### config.mk
export PLATFORM = sky130hd
export DESIGN_NAME = riss_ram
export DESIGN_NICKNAME = d
export VERILOG_FILES = /design/src/hw/rtl/riss_ram.sv
export SDC_FILE = /design/constraint.sdc
export NUM_CORES = 2
export LEC_CHECK = 0
export CORE_ASPECT_RATIO = 1.75
export CORE_UTILIZATION = 25
export DETAILED_ROUTE_END_ITERATION = 8
export DONT_BUFFER_PORTS = 1
export GPL_TIMING_DRIVEN = 0
export PLACE_DENSITY = 0.38
export RECOVER_POWER = 25
export SLEW_MARGIN = 40
export SYNTH_ARGS = -nofsm -noshare
export SYNTH_HDL_FRONTEND = slang
export SYNTH_SLANG_ARGS = --single-unit
### constraint.sdc
create_clock -name clk_i -period 4.9 [get_ports clk_i]
set_input_delay 0.245 -clock clk_i [delete_from_list [all_inputs] [get_ports clk_i]]
set_output_delay 0.245 -clock clk_i [all_outputs]
set_load 0.01 [all_outputs]
### src/hw/rtl/riss_ram.sv
// Generic single write port RAM with a registered read port.
module riss_ram #(
  parameter int unsigned Width = 32,
  parameter int unsigned Depth = 64,
  localparam int unsigned AddrW = (Depth > 1) ? $clog2(Depth) : 1
) (
  input  logic             clk_i,
  input  logic             we_i,
  input  logic [AddrW-1:0] waddr_i,
  input  logic [Width-1:0] wdata_i,
  input  logic             re_i,
  input  logic [AddrW-1:0] raddr_i,
  output logic [Width-1:0] rdata_o
);

  logic [Width-1:0] mem_q [Depth];
  logic [Width-1:0] rdata_q;

  always_ff @(posedge clk_i) begin
    if (we_i) begin
      mem_q[waddr_i] <= wdata_i;
    end
    if (re_i) begin
      rdata_q <= mem_q[raddr_i];
    end
  end

  assign rdata_o = rdata_q;

endmodule

==> flow_metrics.py <==
metrics = {
    "synthesis": {
        "yosysUniqueCellTypes": 33,
        "syn_avg_cell_area_um2": 23.7,
        "synthArstFlopShare": 0,
        "synth_ff_type": "edfxtp_1",
        "post_synth_inst_count": 3324,
        "synth_edf_count": 2080,
        "yosys_warnings": 0,
        "synth.yosys.seq_area_share": 0.792,
        "yosys_register_bits": 2080,
        "synthesis.nets": 3371,
        "synth_area_mm2": 0.0788,
    },
    "power": {
        "static_leakage_nw": 29.5,
        "vdd.ir_drop.worst_mv": 0.285,
        "cellPowerDensity_mw_per_mm2": 390,
    },
    "min_path": {
        "hp-class": "input pin to register",
    },
    "critical_path": {
        "worstPathRequired_ns": 4.94,
        "critical_path_launch_point_type": "input pin",
        "library_cell_contributing_the_largest_single_delay_on_the_critical_path": "clkbuf_1",
        "critPathMaxFanout": 64,
        "timing_worst_setup_path_type": "input pin to register",
        "timing.critical_path.slowest_cell_delay_ns": 2.87,
        "timing.critical_path.arrival_ns": 3.93,
        "critical_path_buf_inv_count": 2,
        "worst_setup_path_end_kind": "register",
        "path_cells": "dlygate4sd3_1 > clkbuf_1",
        "cpLargestDelayFamily": "buffers and inverters",
    },
    "grt": {
        "grt_pass1_vias": 40100,
        "grt_pass1_wl_um": 389000,
        "grt_antenna_before_repair": 23,
        "track_usage": 0.187,
        "grt_remaining_overflow": 0,
        "grt_start_max_net_pins": 65,
    },
    "detailed_routing": {
        "drt_first_pass_iters": 7,
        "detail_route.wl_per_cell_um": 36.9,
        "via_count": 38300,
        "avgViaCountPerCell": 4.74,
        "initialDrtViolationCount": 3998,
        "routed_wirelength_um": 299000,
        "post-route-drc-count": 0,
        "ant_nets": 0,
    },
    "finish": {
        "share_of_layout_cells_above_drive_strength_1": 0.324,
        "post-route-util": 0.306,
        "nNetsFinal": 3866,
        "layoutNonFillerInstCount": 8093,
        "layout.cell_area.non_filler_mm2": 0.0961,
        "flow.area_growth_from_synthesis_pct": 21.8,
    },
    "clocking": {
        "count_of_instances_resized_after_the_clock_tree_is_built": 0,
        "clock-root-buffer": "clkbuf_16",
        "htree_num_levels": 4,
        "clkTransAtPathRegs_ns": 0.07,
        "post_cts_repair_setup_buffers": 0,
        "cts_buffers": 195,
        "ctsLongestPathBuffers": 4,
        "cts_tree": "yes",
        "clk_latency_ns": 0.89,
        "cts.sinks": 2080,
    },
    "placed_design": {
        "postPlaceCellArea_mm2": 0.0893,
        "dp_cells": 7664,
        "gp_routability_congestion": 0.860,
        "place.detailed.hpwl_um": 214000,
        "port_buffers": 0,
    },
    "timing": {
        "finalSetupViolations": 0,
        "worst_margin_pin_slew_ns": 4.27,
        "rsz0062_at_grt": "no",
        "timing.final.crit_share": 0.794,
        "hold_violations": 0,
        "clock_skew_ns": 0.0432,
        "drv_slew": 1728,
        "achievable-frequency_mhz": 257,
        "finalWorstPathRequiredPeriod_ns": 3.89,
        "worst_slew_margin_rel": -1.85,
    },
    "floorplanning": {
        "ios": 79,
        "start_util": 0.252,
        "placement_rows": 272,
        "dieHeight_um": 745,
        "die_w_um": 426,
        "area_of_the_core_mm2": 0.313,
        "floorplan.die_area_mm2": 0.318,
    },
    "job": {
        "maxCapViolCount": 27,
    },
    "status": {
        "violated_checks": "max-capacitance violations, max-slew violations",
        "outcome": "finished with violations",
    },
}
-- report_power, final --
group | internal, W | total, W | leakage [nW] | switching [W]
registers | 0.0198 | 0.0198 | 18.7 | 0.0000578
clock network | 0.00841 | 0.0153 | 3.01 | 0.00686
logic | 0.000743 | 0.00239 | 7.72 | 0.00165
total | 0.0289 | 0.0375 | 29.5 | 0.00857
-- final cells by class --
class	count	area, µm²
Antenna cell	16	40.0
Timing Repair Buffer	298	5300
Clock inverter	111	1030
Buffer	182	978
Fill cell	29900	217000
Tap cell	4110	5140
Multi-Input combinational cell	1062	16000
Clock buffer	234	5070
Sequential cell	2080	62500
-- cells in the final DEF (no fill, tap or decap), types with 42 or more instances in the layout --
cell type / instances
clkbuf_1: 93
o22ai_1: 79
mux2i_1: 93
buf_2: 77
a21oi_1: 57
buf_16: 116
clkbuf_2: 42
clkinv_2: 44
nor2_1: 68
edfxtp_1: 2080
buf_8: 99
mux4_2: 544
buf_4: 42
clkbuf_16: 197
nor2_4: 62
-- metal layers --
layer / vias to the layer above / GRT usage / routed length (µm)
li1: 15300 / - / -
met1: 21400 / 0.195 / 100000
met2: 1221 / 0.356 / 165000
met3: 414 / 0.0261 / 14500
met4: 10 / 0.101 / 18600
met5: - / 0 / 115
-- metrics by stage --
stage / hold WS, ns / setup slack [ns] / total power [W] / setup TNS, ns
after CTS: 0.00714 / 1.28 / 0.0379 / 0
after global routing: 0.00961 / 0.770 / 0.0384 / 0
after detailed placement: 0.349 / 0.323 / 0.0222 / 0
after global placement: 0.351 / -3.25 / 0.0221 / -1383.87
final: 0.0222 / 1.01 / 0.0375 / 0
after floorplan: 0.344 / 1.50 / 0.0211 / 0
-- cells in the mapped netlist (2+ instances only) --
| cell | count | area (µm²) |
|---|---|---|
| buf_1 | 21 | 78.8 |
| or3b_2 | 3 | 26.3 |
| buf_6 | 5 | 56.3 |
| a41o_1 | 4 | 40.0 |
| o22ai_1 | 84 | 526 |
| nand3b_1 | 5 | 37.5 |
| or3b_1 | 2 | 17.5 |
| a311oi_1 | 8 | 70.1 |
| nor3_1 | 7 | 35.0 |
| mux2i_1 | 93 | 931 |
| edfxtp_1 | 2080 | 62500 |
| buf_4 | 25 | 188 |
| a22oi_1 | 12 | 90.1 |
| nand3_1 | 5 | 25.0 |
| a21oi_1 | 62 | 310 |
| and3_1 | 4 | 25.0 |
| nand4_1 | 2 | 12.5 |
| or3_1 | 3 | 18.8 |
| clkbuf_1 | 74 | 278 |
| and2_1 | 2 | 12.5 |
| buf_2 | 57 | 285 |
| nand2_1 | 26 | 97.6 |
| o32ai_1 | 4 | 35.0 |
| mux4_2 | 544 | 12300 |
| nand2b_1 | 8 | 50.1 |
| nor2_1 | 137 | 514 |
| o221ai_1 | 27 | 236 |
| nor2b_1 | 15 | 93.8 |
-- state kept, by name, summed over array words and instances (netlist names) --
name,flops
mem_q,2048
rdata_o,32
-- final timing paths --
kind	start	to	slack [ns]	cells after the start
setup / recovery	wdata_i[15]	mem_q[8][15]$_DFFE_PP_	1.01	2
hold / removal	we_i	mem_q[63][23]$_DFFE_PP_	0.02	2
setup reg to reg	mem_q[31][11]$_DFFE_PP_	rdata_o[11]$_DFFE_PP_	2.06	4
hold reg to reg	mem_q[15][13]$_DFFE_PP_	rdata_o[13]$_DFFE_PP_	1.04	4
-- repair_timing --
item | 4_1_cts | 5_1_grt
hold endpoints to repair | 2103 | 0
endpoints found under the setup margin | 0 | 0
hold buffers | 67 | 0
-- cells by family (layout without fill, tap and decap cells) --
family                 count (synthesis)  after routing  synth area share
other                                  0             16                 0
buffers and inverters                182            825            0.0112
DFF                                 2080           2080             0.792
and+or+nand+nor                      223            223            0.0126
AOI/OAI and AO/OA                    202            202            0.0167
muxes                                637            637             0.167
No activity file was read; power rests on OpenSTA's default activity.
