`src/hw/rtl/riss_pkg.sv`:
```
// Shared types for the right interval successor search block.
package riss_pkg;

  localparam int unsigned VALUE_W     = 32;
  localparam int unsigned RIGHT_IDX_W = 6;

  typedef struct packed {
    logic signed [VALUE_W-1:0] interval_start;
    logic signed [VALUE_W-1:0] interval_end;
    logic                      last_interval;
  } item_t;

  typedef struct packed {
    logic                   has_right;
    logic [RIGHT_IDX_W-1:0] right_index;
    logic                   dropped_items;
    logic                   last_result;
  } result_t;

  typedef struct packed {
    logic                      vld;
    logic signed [VALUE_W-1:0] need;
    logic                      found;
    logic signed [VALUE_W-1:0] best_start;
    logic [RIGHT_IDX_W-1:0]    best_idx;
    logic                      last;
  } query_t;

endpackage

```
`src/hw/rtl/riss_cell.sv`:
```
// One search cell: holds a stored start and refines each passing query beat.
module riss_cell #(
  parameter int unsigned Index = 0
) (
  input  logic                                clk_i,
  input  logic                                rst_ni,
  input  logic                                wr_en_i,
  input  logic signed [riss_pkg::VALUE_W-1:0] wr_start_i,
  input  logic                                active_i,
  input  riss_pkg::query_t                    query_i,
  output riss_pkg::query_t                    query_o
);
  import riss_pkg::*;

  logic signed [VALUE_W-1:0] start_q;
  query_t                    query_d;
  query_t                    query_q;
  logic                      hit;

  always_ff @(posedge clk_i) begin
    if (wr_en_i) begin
      start_q <= wr_start_i;
    end
  end

  // Later cells win ties, so an equal start replaces the current best.
  assign hit = active_i && (start_q >= query_i.need) &&
               (!query_i.found || (start_q <= query_i.best_start));

  always_comb begin
    query_d = query_i;
    if (hit) begin
      query_d.found      = 1'b1;
      query_d.best_start = start_q;
      query_d.best_idx   = RIGHT_IDX_W'(Index);
    end
  end

  always_ff @(posedge clk_i or negedge rst_ni) begin
    if (!rst_ni) begin
      query_q <= '0;
    end else begin
      query_q <= query_d;
    end
  end

  assign query_o = query_q;

endmodule

```
`config.mk`:
```
export PLATFORM = sky130hd
export DESIGN_NAME = riss_cell
export DESIGN_NICKNAME = d
export VERILOG_FILES = /design/src/hw/rtl/riss_pkg.sv /design/src/hw/rtl/riss_cell.sv
export SDC_FILE = /design/constraint.sdc
export NUM_CORES = 1
export LEC_CHECK = 0
export ABC_CLOCK_PERIOD_IN_PS = 4090
export BUFFER_PORTS_ARGS = -buffer_cell sky130_fd_sc_hd__buf_4
export CAP_MARGIN = 15
export CELL_PAD_IN_SITES_DETAIL_PLACEMENT = 0
export CELL_PAD_IN_SITES_GLOBAL_PLACEMENT = 1
export CORE_UTILIZATION = 35
export CTS_BUF_LIST = sky130_fd_sc_hd__clkbuf_4 sky130_fd_sc_hd__clkbuf_8 sky130_fd_sc_hd__clkbuf_16
export DETAILED_ROUTE_END_ITERATION = 10
export GPL_TIMING_DRIVEN = 0
export PLACE_DENSITY_LB_ADDON = 0.1
export SKIP_CTS_REPAIR_TIMING = 1
export SLEW_MARGIN = 20
export SYNTH_ARGS = -nofsm -noshare
export SYNTH_HDL_FRONTEND = slang
export SYNTH_SLANG_ARGS = --single-unit
```
`constraint.sdc`:
```
create_clock -name clk_i -period 4.09 [get_ports clk_i]
set_clock_uncertainty 0.1 [all_clocks]
set_input_delay 0.818 -clock clk_i [delete_from_list [all_inputs] [get_ports clk_i]]
set_output_delay 0.818 -clock clk_i [all_outputs]
set_load 0.005 [all_outputs]
```
==> results.json <==
{
  "outcome": "complete, no violations",
  "drv_slew": 0,
  "cts_sinks": 105,
  "grt_pass1_vias": 3603,
  "core_area_um2": 13880,
  "clk_pin_slew_ns": 0.07,
  "setup_tns_ns": 0,
  "synth.avg_cell_area_um2": 13.26,
  "final_net_count": 741,
  "cp.required_ns": 4.22,
  "antenna_found_initial": 0,
  "slew_headroom_pct": 65.91,
  "cts_tree": "done",
  "final_hold_viol_count": 0,
  "most-common-layout-cells": "buf_4, dfrtp_1, ha_1, inv_1, edfxtp_1",
  "placed_area_um2": 6556,
  "synthFlopType": "dfrtp_1",
  "drcViolationCount": 0,
  "fin_crit_sh_pct": 84.05,
  "crit_path_cell_trace": "buf_4 -> inv_1 -> ha_1 -> a21oi_2 -> o21ai_1 -> a2111oi_2 -> a211oi_1 -> nor3_1 -> mux2_4 -> a31oi_2 -> buf_6 -> buf_6 -> mux2_4",
  "gr-usage-all-layers_pct": 16.04,
  "power_density_nw_per_um2": 392.5,
  "antenna_cells": 0,
  "path_class": "in2reg",
  "synth_area_leaders": "dfrtp_1, edfxtp_1, ha_1",
  "start_kind": "input port",
  "ctsHtreeMaxLevel": 3,
  "nFillCells": 1277,
  "wirelength_um": 11420,
  "mostFrequentLayoutCell": "buf_4",
  "max_stage_delay_ns": 0.38,
  "wire_per_inst_um": 15.17,
  "synth_edf_count": 32,
  "yosysTopAreaCellShare_pct": 36.74,
  "rows": 43,
  "fmax_mhz": 290.9,
  "drive_gt1_share_pct": 42.41,
  "port_buffers": 181,
  "hpwl_um": 8691,
  "clk_latency_ns": 0.35,
  "die_x_um": 121.2,
  "ys_warn_count": 0,
  "grt_max_degree": 74,
  "cp_max_fo": 10,
  "synth_top_area_cell": "dfrtp_1",
  "critPathSlowestCell": "a2111oi_2",
  "final_area_um2": 6925,
  "min_period_ns": 3.438,
  "arrival_ns": 3.57,
  "fin_ws_ns": 0.6522,
  "vias_per_cell": 4.527,
  "syn-cell-area_um2": 4972,
  "first_pass_iters": 4,
  "final_antenna_net_count": 0,
  "grt_pass1_wl_um": 17730,
  "cap_viol_max_count": 0,
  "dp_slack_ns": 0.2210,
  "peakVddDrop_mv": 0.2325,
  "p_leak_uw": 0.003472,
  "vias": 3409,
  "dieArea_um2": 14690,
  "ios": 182,
  "reg2reg_setup_slack_ns": 0.77,
  "path_buf_inv": 4,
  "cts_buffers": 9,
  "setup_viol": 0,
  "netlist_instances": 375,
  "cts_buffer_depth": 2,
  "async_reset_ff_share_pct": 69.52,
  "hp-class": "in2async",
  "crit_family": "compound AO/OA/AOI/OAI gates",
  "syn2layout_area_growth_pct": 39.28,
  "start_util_pct": 35.82,
  "cts-root-buf": "clkbuf_16",
  "worst_slew_pin_slew_ns": 0.5114,
  "syn_nets": 548,
  "synth_cell_types": 39,
  "gp_congestion": 0.7082,
  "drt_iter0_markers": 94,
  "grt_setup_unrepaired": "no",
  "seq_area_frac_synth_pct": 56.06,
  "overflow": 0,
  "cp-end-kind": "flip-flop",
  "fp.dieH_um": 121.2,
  "synth_seq_cells": 105
}
-- through the flow --
step	instances	total power (uW)	util (%)	hold slack (ns)
2_1_floorplan	375	1492	-	0.3810
3_3_place_gp	736	1769	47.23	0.3924
3_5_place_dp	736	1775	47.23	0.4003
4_1_cts	752	2762	49.75	0.4162
5_1_grt	753	2857	49.89	0.3642
6_report	753	2718	49.89	0.3222
-- path summary, 6_finish.rpt --
kind,from,to,cells after the start
max,query_i[59],query_o[36]$_DFF_PN0_,13
min,rst_ni,query_o[65]$_DFF_PN0_,1
max in group asynchronous,rst_ni,query_o[13]$_DFF_PN0_,2
min in group clk_i,start_q[0]$_DFFE_PP_,query_o[7]$_DFF_PN0_,1
max reg2reg,start_q[19]$_DFFE_PP_,query_o[36]$_DFF_PN0_,11
min reg2reg,start_q[0]$_DFFE_PP_,query_o[7]$_DFF_PN0_,1
-- cells in the mapped netlist (all sizes together), types with 2 or more instances --
library cell and count:
o21ai 6, a21oi 22, mux2 33, and4 2, nand2b 3, o211ai 2, o31a 2, ha 64
a211oi 3, nand3 7, nor2 5, a31oi 2, nand4 14, inv 63, a21boi 3, edfxtp 32
dfrtp 73, nor2b 8, nor4 3, buf 4, a21o 5, nand2 10
-- routing by layer --
metal,GRT usage [%],wire length [um],up-vias,share of wire [%]
li1,-,-,1697,-
met1,20.58,5163,1588,45
met2,26.07,5397,114,47
met3,3.524,691,10,6.0
met4,6.713,169,0,1.5
met5,0,0,-,0
-- cell families after synthesis --
| family | Yosys count | synth area share, % |
|---|---|---|
| adders and majority gates | 64 | 16.10 |
| AOI/OAI and AO/OA | 48 | 6.391 |
| DFF | 105 | 56.06 |
| buffers and inverters | 67 | 5.763 |
| and+or+nand+nor | 57 | 6.895 |
| xor gates and xnor gates | 1 | 0.1762 |
| muxes | 33 | 8.606 |
-- cell type report --
class	instances	area, um2	share of cell area (%)
plain buffers	4	50.05	0.7227
well taps	180	225.2	3.252
clock inverters	2	38.79	0.5601
repair buffers	182	1379	19.91
multi-input cells	203	1898	27.41
clock buffers	14	310.3	4.481
flip-flops and latches	105	2788	40.25
inverters	63	236.5	3.415
-- registers in the layout, summed over array words and instances (netlist names) --
name     cells
query_o     73
start_q     32
-- power by group --
| part | leakage [uW] | internal (uW) | total, uW | switching (uW) |
|---|---|---|---|---|
| clock | 0.000173 | 591 | 971 | 380 |
| sequential | 0.00117 | 1180 | 1220 | 42.1 |
| combinational | 0.00213 | 305 | 525 | 220 |
Note: power is estimated with default switching activity, not from simulation.
